<file path="src/rtl/ofsf_pkg.sv">
// ----------------------------------------------------------------------------
// ofsf_pkg
// Shared types and constants of the Ogg first-stream page filter: result
// kinds, header layout positions and the parser-to-sequencer decision.
// ----------------------------------------------------------------------------
package ofsf_pkg;

   // result kinds carried on rsp_tuser
   localparam logic [1:0] KIND_KEPT    = 2'd0;
   localparam logic [1:0] KIND_DISCARD = 2'd1;
   localparam logic [1:0] KIND_ERROR   = 2'd2;

   // header layout
   localparam int unsigned POS_W      = 5;
   localparam int unsigned HOLD_DEPTH = 18;
   localparam int unsigned HOLD_AW    = $clog2(HOLD_DEPTH);
   localparam logic [POS_W-1:0] POS_SIG_LAST    = 5'd3;
   localparam logic [POS_W-1:0] POS_SERIAL      = 5'd14;
   localparam logic [POS_W-1:0] POS_SERIAL_LAST = 5'd17;
   localparam logic [POS_W-1:0] POS_HOLD_END    = 5'd18;
   localparam logic [POS_W-1:0] POS_HDR_LAST    = 5'd26;
   localparam logic [POS_W-1:0] HDR_LEN         = 5'd27;

   localparam int unsigned RSP_TDATA_W = 32;

   typedef struct packed {
      logic [7:0]  out_byte;
      logic [1:0]  kind;
      logic        page_end;
      logic [15:0] pages_kept;
      logic        last;
   } rsp_type;

   typedef struct packed {
      logic               emit;
      logic               start_burst;
      logic               hold_we;
      logic [HOLD_AW-1:0] hold_addr;
      rsp_type            res;
      logic [15:0]        kept_count;
   } dec_type;

endpackage

</file>
<file path="src/rtl/ofsf_page_parser.sv">
// ----------------------------------------------------------------------------
// ofsf_page_parser
// Page parser: tracks header position, lacing and payload counts, serial
// match and kept-page count, and decides per item what the sequencer emits.
// ----------------------------------------------------------------------------
module ofsf_page_parser (
   input  logic              clock,
   input  logic              reset,
   input  logic              accept,
   input  logic [7:0]        data_byte,
   input  logic              end_of_data,
   output ofsf_pkg::dec_type dec
);

   typedef enum logic [2:0] {
      PH_HEADER  = 3'b001,
      PH_LACING  = 3'b010,
      PH_PAYLOAD = 3'b100
   } phase_type;

   localparam logic [7:0] SIG [4] = '{8'h4F, 8'h67, 8'h67, 8'h53};

   phase_type                     phase_ff, phase_in;
   logic [ofsf_pkg::POS_W-1:0]    hpos_ff, hpos_in;
   logic                          sigbad_ff, sigbad_in;
   logic [31:0]                   first_ff, first_in;
   logic                          known_ff, known_in;
   logic [31:0]                   serial_ff, serial_in;
   logic                          keep_ff, keep_in;
   logic [7:0]                    lace_ff, lace_in;
   logic [16:0]                   pay_ff, pay_in;
   logic [15:0]                   count_ff, count_in;
   logic                          halted_ff, halted_in;

   logic [ofsf_pkg::POS_W-1:0]    pos;
   logic [1:0]                    lane;
   logic [31:0]                   ser_full;
   logic                          bad;
   logic                          done;
   logic [16:0]                   pay_sum;
   logic [16:0]                   pay_dec;
   logic [7:0]                    lace_dec;

   always_comb begin
      phase_in  = phase_ff;
      hpos_in   = hpos_ff;
      sigbad_in = sigbad_ff;
      first_in  = first_ff;
      known_in  = known_ff;
      serial_in = serial_ff;
      keep_in   = keep_ff;
      lace_in   = lace_ff;
      pay_in    = pay_ff;
      count_in  = count_ff;
      halted_in = halted_ff;

      pos      = (hpos_ff >= ofsf_pkg::HDR_LEN) ? ofsf_pkg::POS_HDR_LAST : hpos_ff;
      lane     = 2'(pos - ofsf_pkg::POS_SERIAL);
      ser_full = {data_byte, serial_ff[23:0]};
      pay_sum  = pay_ff + {9'd0, data_byte};
      pay_dec  = pay_ff - 17'd1;
      lace_dec = lace_ff - 8'd1;
      bad      = 1'b0;
      done     = 1'b0;

      dec                = '0;
      dec.kept_count     = count_ff;
      dec.hold_addr      = pos;
      dec.res.kind       = ofsf_pkg::KIND_KEPT;
      dec.res.pages_kept = count_ff;
      dec.res.last       = 1'b1;

      if (accept && !halted_ff) begin
         case (phase_ff)
            PH_LACING: begin
               if (keep_ff) begin
                  dec.emit         = 1'b1;
                  dec.res.out_byte = data_byte;
               end
               pay_in  = pay_sum;
               lace_in = lace_dec;
               if (lace_dec == 8'd0) begin
                  if (pay_sum == 17'd0) begin
                     done = 1'b1;
                  end else begin
                     phase_in = PH_PAYLOAD;
                  end
               end
            end
            PH_PAYLOAD: begin
               if (keep_ff) begin
                  dec.emit         = 1'b1;
                  dec.res.out_byte = data_byte;
               end
               pay_in = pay_dec;
               if (pay_dec == 17'd0) begin
                  done = 1'b1;
               end
            end
            default: begin
               dec.hold_we = (pos < ofsf_pkg::POS_HOLD_END);
               if (pos <= ofsf_pkg::POS_SIG_LAST) begin
                  sigbad_in = ((pos == '0) ? 1'b0 : sigbad_ff) |
                              (data_byte != SIG[pos[1:0]]);
               end
               if (pos == ofsf_pkg::POS_SIG_LAST && sigbad_in) begin
                  // bad signature: report once and stop
                  bad              = 1'b1;
                  halted_in        = 1'b1;
                  dec.emit         = 1'b1;
                  dec.res.kind     = ofsf_pkg::KIND_ERROR;
               end else begin
                  if (pos >= ofsf_pkg::POS_SERIAL && pos <= ofsf_pkg::POS_SERIAL_LAST) begin
                     serial_in[8*lane +: 8] = data_byte;
                  end
                  if (pos == ofsf_pkg::POS_SERIAL_LAST) begin
                     if (!known_ff) begin
                        first_in = ser_full;
                        known_in = 1'b1;
                        keep_in  = 1'b1;
                     end else begin
                        keep_in  = (ser_full == first_ff);
                     end
                     dec.start_burst = keep_in;
                  end else if (pos >= ofsf_pkg::POS_HOLD_END && keep_ff) begin
                     dec.emit         = 1'b1;
                     dec.res.out_byte = data_byte;
                  end
                  if (pos == ofsf_pkg::POS_HDR_LAST) begin
                     hpos_in = '0;
                     lace_in = data_byte;
                     pay_in  = '0;
                     if (data_byte == 8'd0) begin
                        done = 1'b1;
                     end else begin
                        phase_in = PH_LACING;
                     end
                  end else begin
                     hpos_in = pos + 5'd1;
                  end
               end
            end
         endcase

         if (!bad) begin
            if (done) begin
               if (keep_ff && dec.emit) begin
                  count_in = (count_ff != 16'hFFFF) ? count_ff + 16'd1 : count_ff;
                  dec.res.page_end   = 1'b1;
                  dec.res.pages_kept = count_in;
               end
               phase_in = PH_HEADER;
               hpos_in  = '0;
               keep_in  = 1'b0;
               lace_in  = '0;
               pay_in   = '0;
            end
            if (end_of_data) begin
               // truncated page: replace this item's results with a discard marker
               if (!done) begin
                  dec.emit           = 1'b1;
                  dec.start_burst    = 1'b0;
                  dec.res.kind       = ofsf_pkg::KIND_DISCARD;
                  dec.res.out_byte   = '0;
                  dec.res.page_end   = 1'b0;
                  dec.res.pages_kept = count_ff;
               end
               phase_in  = PH_HEADER;
               hpos_in   = '0;
               first_in  = '0;
               known_in  = 1'b0;
               serial_in = '0;
               keep_in   = 1'b0;
               lace_in   = '0;
               pay_in    = '0;
               count_in  = '0;
            end
         end
      end
   end

   always_ff @(posedge clock) begin
      if (reset) begin
         phase_ff  <= PH_HEADER;
         hpos_ff   <= '0;
         sigbad_ff <= 1'b0;
         first_ff  <= '0;
         known_ff  <= 1'b0;
         serial_ff <= '0;
         keep_ff   <= 1'b0;
         lace_ff   <= '0;
         pay_ff    <= '0;
         count_ff  <= '0;
         halted_ff <= 1'b0;
      end else begin
         phase_ff  <= phase_in;
         hpos_ff   <= hpos_in;
         sigbad_ff <= sigbad_in;
         first_ff  <= first_in;
         known_ff  <= known_in;
         serial_ff <= serial_in;
         keep_ff   <= keep_in;
         lace_ff   <= lace_in;
         pay_ff    <= pay_in;
         count_ff  <= count_in;
         halted_ff <= halted_in;
      end
   end

endmodule

</file>
<file path="src/rtl/ogg_first_stream_page_filter.sv">
// ----------------------------------------------------------------------------
// ogg_first_stream_page_filter
// Passes through the Ogg pages that carry the first page's serial number.
// ----------------------------------------------------------------------------
// Usage:
//   req_*  takes one byte of the Ogg data region per item; req_tlast marks
//          the last byte of the region.
//   rsp_*  delivers result items: kept page bytes, a discard marker for a
//          truncated page, or a bad signature error (kind on rsp_tuser).
//          rsp_tlast marks the last result caused by one input byte.
// Flow:
//   An ordinary byte gives its result in the cycle after it is taken, and the
//   block takes one byte per cycle while rsp_tready stays high and no header
//   release is under way. Header byte 17 of a kept page releases the 18 held
//   header bytes from the hold memory: each passes through a read state and a
//   show state, and req_tready stays low meanwhile. The hold memory has a
//   single read port with a registered output.
// Reset clears the parser and the output valid flag; after a bad signature the
//   block keeps taking bytes and gives no results until reset.
// A stalled receiver holds the output register; req_tready stays low until
//   the register can take the next result.
// ----------------------------------------------------------------------------
module ogg_first_stream_page_filter (
   input  logic                             clock,
   input  logic                             reset,
   input  logic                             req_tvalid,
   output logic                             req_tready,
   input  logic [7:0]                       req_tdata,   // [7:0] data_byte
   input  logic                             req_tlast,   // end_of_data
   output logic                             rsp_tvalid,
   input  logic                             rsp_tready,
   // [7:0] out_byte, [8] page_end, [24:9] pages_kept, [31:25] zero
   output logic [ofsf_pkg::RSP_TDATA_W-1:0] rsp_tdata,
   output logic [1:0]                       rsp_tuser,   // [1:0] kind
   output logic                             rsp_tlast    // last
);

   typedef enum logic [2:0] {
      ST_IDLE = 3'b001,
      ST_READ = 3'b010,
      ST_SHOW = 3'b100
   } state_type;

   localparam logic [ofsf_pkg::HOLD_AW-1:0] HOLD_LAST =
      ofsf_pkg::HOLD_AW'(ofsf_pkg::HOLD_DEPTH - 1);
   localparam logic [ofsf_pkg::HOLD_AW-1:0] HOLD_STEP = ofsf_pkg::HOLD_AW'(1);

   state_type                       st_ff, st_in;
   logic                            rsp_valid_ff, rsp_valid_in;
   logic [ofsf_pkg::HOLD_AW-1:0]    rd_idx_ff, rd_idx_in;
   ofsf_pkg::rsp_type               rsp_res_ff;
   ofsf_pkg::rsp_type               load_val;
   logic                            load;
   logic [7:0]                      hold_mem [ofsf_pkg::HOLD_DEPTH];
   logic [7:0]                      mem_q_ff;
   logic                            rd_en;
   logic                            slot_free;
   logic                            accept;
   ofsf_pkg::dec_type               dec;

   assign slot_free  = !rsp_valid_ff || rsp_tready;
   assign req_tready = (st_ff == ST_IDLE) && slot_free;
   assign accept     = req_tvalid && req_tready;
   assign rd_en      = (st_ff == ST_READ);

   ofsf_page_parser u_parser (
      .clock       (clock),
      .reset       (reset),
      .accept      (accept),
      .data_byte   (req_tdata),
      .end_of_data (req_tlast),
      .dec         (dec)
   );

   always_ff @(posedge clock) begin
      if (accept && dec.hold_we) begin
         hold_mem[dec.hold_addr] <= req_tdata;
      end
      if (rd_en) begin
         mem_q_ff <= hold_mem[rd_idx_ff];
      end
   end

   always_comb begin
      st_in        = st_ff;
      rd_idx_in    = rd_idx_ff;
      rsp_valid_in = rsp_valid_ff && !rsp_tready;
      load         = 1'b0;
      load_val     = dec.res;
      case (st_ff)
         ST_IDLE: begin
            if (accept) begin
               load = dec.emit;
               if (dec.start_burst) begin
                  st_in     = ST_READ;
                  rd_idx_in = '0;
               end
            end
         end
         ST_READ: begin
            st_in = ST_SHOW;
         end
         ST_SHOW: begin
            // release one held header byte when the output register frees up
            if (slot_free) begin
               load                = 1'b1;
               load_val.out_byte   = mem_q_ff;
               load_val.kind       = ofsf_pkg::KIND_KEPT;
               load_val.page_end   = 1'b0;
               load_val.pages_kept = dec.kept_count;
               load_val.last       = (rd_idx_ff == HOLD_LAST);
               if (rd_idx_ff == HOLD_LAST) begin
                  st_in = ST_IDLE;
               end else begin
                  rd_idx_in = rd_idx_ff + HOLD_STEP;
                  st_in     = ST_READ;
               end
            end
         end
         default: begin
            st_in = ST_IDLE;
         end
      endcase
      if (load) begin
         rsp_valid_in = 1'b1;
      end
   end

   always_ff @(posedge clock) begin
      if (reset) begin
         st_ff        <= ST_IDLE;
         rsp_valid_ff <= 1'b0;
         rd_idx_ff    <= '0;
      end else begin
         st_ff        <= st_in;
         rsp_valid_ff <= rsp_valid_in;
         rd_idx_ff    <= rd_idx_in;
      end
   end

   always_ff @(posedge clock) begin
      if (load) begin
         rsp_res_ff <= load_val;
      end
   end

   assign rsp_tvalid = rsp_valid_ff;
   assign rsp_tdata  = {7'd0, rsp_res_ff.pages_kept, rsp_res_ff.page_end,
                        rsp_res_ff.out_byte};
   assign rsp_tuser  = rsp_res_ff.kind;
   assign rsp_tlast  = rsp_res_ff.last;

endmodule

</file>
<file path="config.mk">
export PLATFORM = sky130hd
export DESIGN_NAME = ogg_first_stream_page_filter
export DESIGN_NICKNAME = d
export VERILOG_FILES = /design/src/rtl/ofsf_pkg.sv /design/src/rtl/ofsf_page_parser.sv /design/src/rtl/ogg_first_stream_page_filter.sv
export SDC_FILE = /design/constraint.sdc
export NUM_CORES = 1
export LEC_CHECK = 0
export BUFFER_PORTS_ARGS = -buffer_cell sky130_fd_sc_hd__buf_4
export CORE_ASPECT_RATIO = 1.1
export CORE_UTILIZATION = 35
export CTS_BUF_LIST = sky130_fd_sc_hd__clkbuf_4 sky130_fd_sc_hd__clkbuf_8
export DETAILED_ROUTE_END_ITERATION = 16
export GPL_TIMING_DRIVEN = 0
export PLACE_DENSITY_LB_ADDON = 0.12
export SLEW_MARGIN = 10
export SYNTH_ARGS = -nofsm -noshare
export SYNTH_HDL_FRONTEND = slang
export SYNTH_SLANG_ARGS = --single-unit
</file>
<file path="constraint.sdc">
create_clock -name clock -period 4.7 [get_ports clock]
set_input_delay 0.235 -clock clock [delete_from_list [all_inputs] [get_ports clock]]
set_output_delay 0.235 -clock clock [all_outputs]
set_load 0.01 [all_outputs]
</file>
# --- Yosys cells after proc, flatten, opt, wreduce, memory -nomap -nowiden ---
# Memories as Yosys holds them, arrays and structs flattened. A register that Yosys moved wholly into a read port is not among the register bits.
# Index checks and enable logic that the tools add are counted.
word_totals:
  wordCells: 203
  reg_bits: 154
  ram_bits: 144
  memories: 1
op_classes:
  shifts: 2
  n_reduce_logical: 28
  n_eq_ne: 16
  magnitude_cmp: 7
  add_sub_neg: 8
  n_mux: 118
  bitwise_logic: 4
mem_list:
  columns: ["memory", "depth", "width", "read_ports", "rd_clocked_by_memory_dff", "wr", "line_no", "text"]
  rows:
  - ["hold_mem", 18, 8, 1, 1, 1, "ogg_first_stream_page_filter.sv:54", "logic [7:0] hold_mem [ofsf_pkg::HOLD_DEPTH];"]
ops:
  columns: ["operator", "count"]
  rows:
  - ["32-bit 2-to-1 mux", 11]
  - ["17-bit 2-to-1 mux", 7]
  - ["27-bit 2-to-1 mux", 4]
  - ["8-bit 2-to-1 mux", 12]
  - ["16-bit 2-to-1 mux", 4]
  - ["28-bit 2-to-1 mux", 2]
  - ["5-bit 2-to-1 mux", 11]
  - ["1-bit 2-to-1 mux", 39]
  - ["3-bit 2-to-1 mux", 12]
  - ["17-bit logical NOT", 2]
  - ["5-bit negation with 34-bit output", 1]
  - ["17-bit case mux with 2 select lines", 1]
  - ["8-bit by 34-bit variable shift with 32-bit output (first input constant)", 1]
  - ["8-bit by 34-bit indexed part select with 32-bit output", 1]
  - ["32-bit bitwise mux", 1]
  - ["32-bit == test", 1]
  - ["17-bit by 8-bit adder with 17-bit output", 1]
  - ["17-bit by 1-bit subtractor with 17-bit output (second input constant)", 1]
  - ["16-bit by 1-bit adder with 16-bit output (second input constant)", 1]
  - ["8-bit binary-select mux with 2-bit select", 1]
  - ["8-bit logical NOT", 2]
  - ["16-bit inequality test (second input constant)", 1]
  - ["8-bit case mux with 2 select lines", 1]
  - ["5-bit == test (second input constant)", 3]
  - ["other kinds (33)", 62]

# --- Logic depth before layout (Yosys ltp) ---
logic_depth:
  depth_word: 24
  mapped_depth: 15

# --- By module ---
# From an unflattened synthesis, not the netlist that was laid out.
unflattened:
  cells_unflattened: 1355
  hier_area_um2: 14878.0
by_module_without_submodules:
  columns: ["mod", "area_each_um2", "n_inst", "cells_per_inst"]
  rows:
  - ["ogg_first_stream_page_filter", 7617.3, 1, 395]
  - ["ofsf_page_parser", 7260.7, 1, 960]

# --- Worst setup path before layout ---
# OpenSTA, ideal clock, no wires.
synth_timing:
  path_kind: "register to register"
  start: "reg u_parser.hpos_ff[4] (netlist name)"
  end: "reg rsp_res_ff (netlist bit rsp_tdata[0]), enable pin"
  setup_ns: 0.456
  path_stages_with_launch: 13
  t_arrival_ns: 3.486
  t_required_ns: 4.244
  path_slack_ns: 0.758
  synth_period_minus_slack_ns: 3.942
  path_cell_list: "dfxtp_1 clkbuf_1 nand2_1 o21ai_0 inv_1 ha_1 or3b_1 a2111oi_1 o41ai_1 nand2_1 nor2_1 o31ai_1 nand2b_1"
synth_via:
  elab_chain_len: 21
synth_lines:
  columns: ["item", "line_no", "text"]
  rows:
  - ["start: declaration", "ofsf_page_parser.sv:24", "logic [ofsf_pkg::POS_W-1:0] hpos_ff, hpos_in;"]
  - ["start signal: assignment", "ofsf_page_parser.sv:197", "hpos_ff <= hpos_in;"]
  - ["5-bit >= comparator", "ofsf_page_parser.sv:57", "pos = (hpos_ff >= ofsf_pkg::HDR_LEN) ? ofsf_pkg::POS_HDR_LAST : hpos_ff;"]
  - ["5-bit 2-to-1 mux *", "ofsf_page_parser.sv:57", null]
  - ["2-bit NOT with 3-bit output (implied by the code)", "ofsf_page_parser.sv:104", "(data_byte != SIG[pos[1:0]]);"]
  - ["8-bit binary-select mux with 2-bit select", "ofsf_page_parser.sv:104", null]
  - ["8-bit 2-to-1 mux (implied by the code) (2 in a row)", "ofsf_page_parser.sv:104", null]
  - ["8-bit inequality test", "ofsf_page_parser.sv:104", null]
  - ["1-bit bitwise OR", "ofsf_page_parser.sv:103", "sigbad_in = ((pos == '0) ? 1'b0 : sigbad_ff) |"]
  - ["1-bit 2-to-1 mux", "ofsf_page_parser.sv:102", "if (pos <= ofsf_pkg::POS_SIG_LAST) begin"]
  - ["[... 5 more ...]", null, null]
  - ["1-bit 2-to-1 mux", "ofsf_page_parser.sv:73", "if (accept && !halted_ff) begin"]
  - ["2-bit 2-to-1 mux", "ofsf_page_parser.sv:160", "if (!done) begin"]
  - ["2-bit 2-to-1 mux", "ofsf_page_parser.sv:158", "if (end_of_data) begin"]
  - ["2-bit 2-to-1 mux *", "ofsf_page_parser.sv:145", "if (!bad) begin"]
  - ["3-bit 2-to-1 mux *", "ofsf_page_parser.sv:73", null]
  - ["1-bit 2-to-1 mux *", "ogg_first_stream_page_filter.sv:92", "if (accept) begin"]
  - ["1-bit case mux with 2 select lines *", "ogg_first_stream_page_filter.sv:90", "case (st_ff)"]
  - ["via load", "ogg_first_stream_page_filter.sv:53", "logic load;"]
  - ["end signal: assignment", "ogg_first_stream_page_filter.sv:143", "rsp_res_ff <= load_val;"]
  - ["end: declaration", "ogg_first_stream_page_filter.sv:51", "ofsf_pkg::rsp_type rsp_res_ff;"]
# The timed path passes the listed nets; every way through them passes the cells marked *. The select of a mux whose other input is x is not followed.
# A chain may end at the register's enable or synchronous reset.

==> metrics.md <==
| Metric | Value |
|---|---|
| Post-synthesis register bit count | `298` |
| Number of nets in the layout | `1392` |
| Vias per cell | `5.61` |
| IO Pins | `50` |
| Die height | `214 um` |
| Final TNS setup | `0 ns` |
| Worst min path class | `input port to register` |
| Setup crit start kind | `register` |
| GPL Wtd Cong | `0.882` |
| Syn avg cell area | `11.5 um2` |
| Final WS setup | `0.334 ns` |
| Die Area | `0.0416 mm2` |
| R2r setup slk | `0.33 ns` |
| Core Rows | `77` |
| Worst EP arrival | `4.77 ns` |
| Final std cells w/o fill | `1913` |
| Asr flop ratio synth | `0%` |
| Tot GR Track Use | `20.7%` |
| Worst hold stages | `3` |
| Detailed Routing Iterations Pass 1 | `5` |
| Actual slew at the worst max-slew pin | `1.13 ns` |
| Min Tclk post-route | `4.37 ns` |
| Sequential area share after synthesis | `54.4%` |
| Worst-case clock buffer depth | `3` |
| Flop pwr share | `50.2%` |
| Starting Density | `35.5%` |
| Iteration-0 DRC Markers | `804` |
| Post-CTS setup buffer count | `0` |
| RSZ-0062 raised after global routing | `false` |
| Core area | `0.0402 mm2` |
| Worst-path clk slew | `0.06 ns` |
| Final count of hold timing violations | `0` |
| Kind of critical path | `register to register` |
| P&R area growth vs syn | `15.9%` |
| Setup WS pre-CTS | `-0.861 ns` |
| Worst Reg-to-Reg Cells | `13` |
| Vias in the first global route | `10355` |
| Crit share post-route | `92.9%` |
| Inst Count DP | `1807` |
| Hold path endpoint | `u_parser.count_ff[0]` |
| Largest net degree at the start of global routing | `29` |
| Syn Std Cell Area | `0.0143 mm2` |
| Antenna violations before repair | `0` |
| GRT Residual Overflow | `0` |
| Synth Warn # | `0` |
| Crit-path max FO | `10` |
| Capturing point of the worst reg2reg path | `rsp_tdata[15]` |
| Int Power | `4.24 mW` |
| Met2 Use GR | `33.5%` |
| Max-slew violation count | `0` |
| Clk_skew | `0.0351 ns` |
| Grt met3 use | `3.46%` |
| Mapped Cells | `1245` |
| Die width | `195 um` |
| Worst reg2reg startpoint | `u_parser.hpos_ff[4]` |
| Min-delay src | `req_tlast` |
| Remaining DRCs | `0` |
| Busiest grt layer | `met2` |
| Clock sinks | `298` |
| Post-synth cell types | `93` |
| Crit path capture type | `register` |
| Synth Flop Type | `edfxtp_1` |
| H-tree lvl count | `2` |
| Status | `completed` |
| Post-synth EDFFs | `180` |
| CTS Root Cell | `clkbuf_8` |
| CTS tree | `done` |
| HPWL after DPL | `29.1 mm` |
| Hold slack final | `0.355 ns` |
| Final WL | `42.4 mm` |
| Switching share of power | `23.7%` |
| P per Cell Area | `336 mW/mm2` |
| Lkg Pwr | `5.82 nW` |
| Comb pwr share | `4.9%` |
| Port bufs | `40` |
| F_max | `229 MHz` |
| CTS Buf Count | `52` |
| Slew headroom | `23.5%` |
| Clock power share | `44.9%` |
| Final setup fails | `0` |
| Share of cells above drive strength 1 | `16.7%` |
| Req. time, crit path | `5.11 ns` |
| Antenna Cells | `0` |
| Final ANT Viol Nets | `0` |
| Wire length of the first global-routing pass | `64.8 mm` |
| Max rail drop VDD | `0.000189 V` |
| Detailed-route via count | `10733` |
| Maxcap violations | `0` |
| Drt wl/cell | `22.2 um` |
| Met1 usage | `28.6%` |
| Clk Latency, worst-skew pair | `0.64 ns` |
| Psw | `1.32 mW` |
[layer usage]
metal	part of all wire [%]	up-vias
met2	46	308
met4	1.8	0
met1	47	5385
met3	5.1	64
met5	0	-
li1	-	4976
[critical path: stages, from the launching register on]
cell and delay, ns:
dfxtp_1 0.41, clkbuf_2 0.28, nand2_1 0.12, o21ai_1 0.31, inv_1 0.18, ha_1 0.26, or3b_1 0.40, a2111oi_2 0.54
o41ai_1 0.19, a31oi_2 0.42, nor2_1 0.18, clkbuf_1 0.28, and3_1 0.24, a31oi_1 0.32
[kinds of logic (layout without fill, tap and decap cells)]
family                     Yosys count  count (layout)  synth area share [%]
AOI/OAI and AO/OA                  287             287                  14.3
xor gates and xnor gates            57              57                  3.50
adders and majority gates           21              21                  1.89
buffers and inverters              121             270                  3.67
DFF                                298             298                  54.4
muxes                               56              56                  7.54
other                                1               7                0.0263
and+or+nand+nor                    404             404                  14.6
[final cells by class]
cell class	count	area [um2]
Clock inverter	21	144
Timing Repair Buffer	53	423
Inverter	30	113
Buffer	91	413
Tap cell	513	642
Sequential cell	298	7770
Multi-Input combinational cell	832	6090
Fill cell	3890	23600
Clock buffer	75	957
[sequential cells by signal, summed over array words and instances (netlist names), 5 cells and up]
name / count
mem_q_ff: 8
hold_mem: 144
rd_idx_ff: 5
u_parser.serial_ff: 24
u_parser.first_ff: 32
u_parser.hpos_ff: 5
u_parser.pay_ff: 17
u_parser.count_ff: 16
u_parser.lace_ff: 8
rsp_tdata: 25
[per-stage QoR]
step / utilization, % / instance area [um2] / power [mW]
floorplan: - / 14300 / 2.98
global placement: 37.9 / 15200 / 3.11
detailed placement: 38.1 / 15300 / 3.11
CTS: 41.2 / 16500 / 5.64
global route: 41.2 / 16500 / 5.76
finish: 41.2 / 16500 / 5.56
[cells in the mapped netlist (26+ instances only)]
master	n	area [um2]
dfxtp_1	118	2360
nand2_1	84	315
mux4_2	41	923
xor2_1	39	342
a21oi_1	46	230
nor3_1	32	160
a31oi_1	31	194
clkbuf_1	56	210
a22oi_1	45	338
edfxtp_1	180	5410
inv_1	28	105
nand3_1	26	130
nor2_1	114	428
o21ai_0	38	190
a22o_1	29	254
[cell usage in the layout, fill, tap and decap left out, types with 39 or more instances in the layout]
master    netlist  routed
xor2_1         39      39
clkbuf_8        0      63
edfxtp_1      180     180
nor2_1        114     114
buf_4          10      53
a21oi_1        46      46
a22oi_1        45      45
dfxtp_1       118     118
mux4_2         41      41
nand2_1        84      84
clkbuf_1       56      55
[power by group through the flow]
stage	Clock (mW)	Sequential [mW]	Combinational, mW
detailed placement	0	2.85	0.263
finish	2.50	2.79	0.272
floorplan	0	2.85	0.128
global placement	0	2.85	0.258
global route	2.68	2.79	0.293
CTS	2.57	2.79	0.272
[what timing repair did]
item	CTS	global route
hold endpoints to repair	147	0
endpoints found under the setup margin	51	131
hold buffers	10	0
resized for setup	7	4
pin swaps	1	0
cloned	0	0
[worst max path at each step]
| stage | from | to | depth (start not counted) |
|---|---|---|---|
| CTS | u_parser.hpos_ff[4] | rsp_tdata[15] | 13 |
| finish | u_parser.hpos_ff[4] | rsp_tdata[15] | 13 |
| global route | u_parser.hpos_ff[4] | rsp_tdata[15] | 13 |
| detailed placement | req_tdata[1] | rsp_tdata[13] | 12 |
| floorplan | u_parser.hpos_ff[4] | rsp_tdata[0] | 12 |
| global placement | req_tdata[1] | rsp_tdata[13] | 12 |
Note: power is estimated with default switching activity, not from simulation.
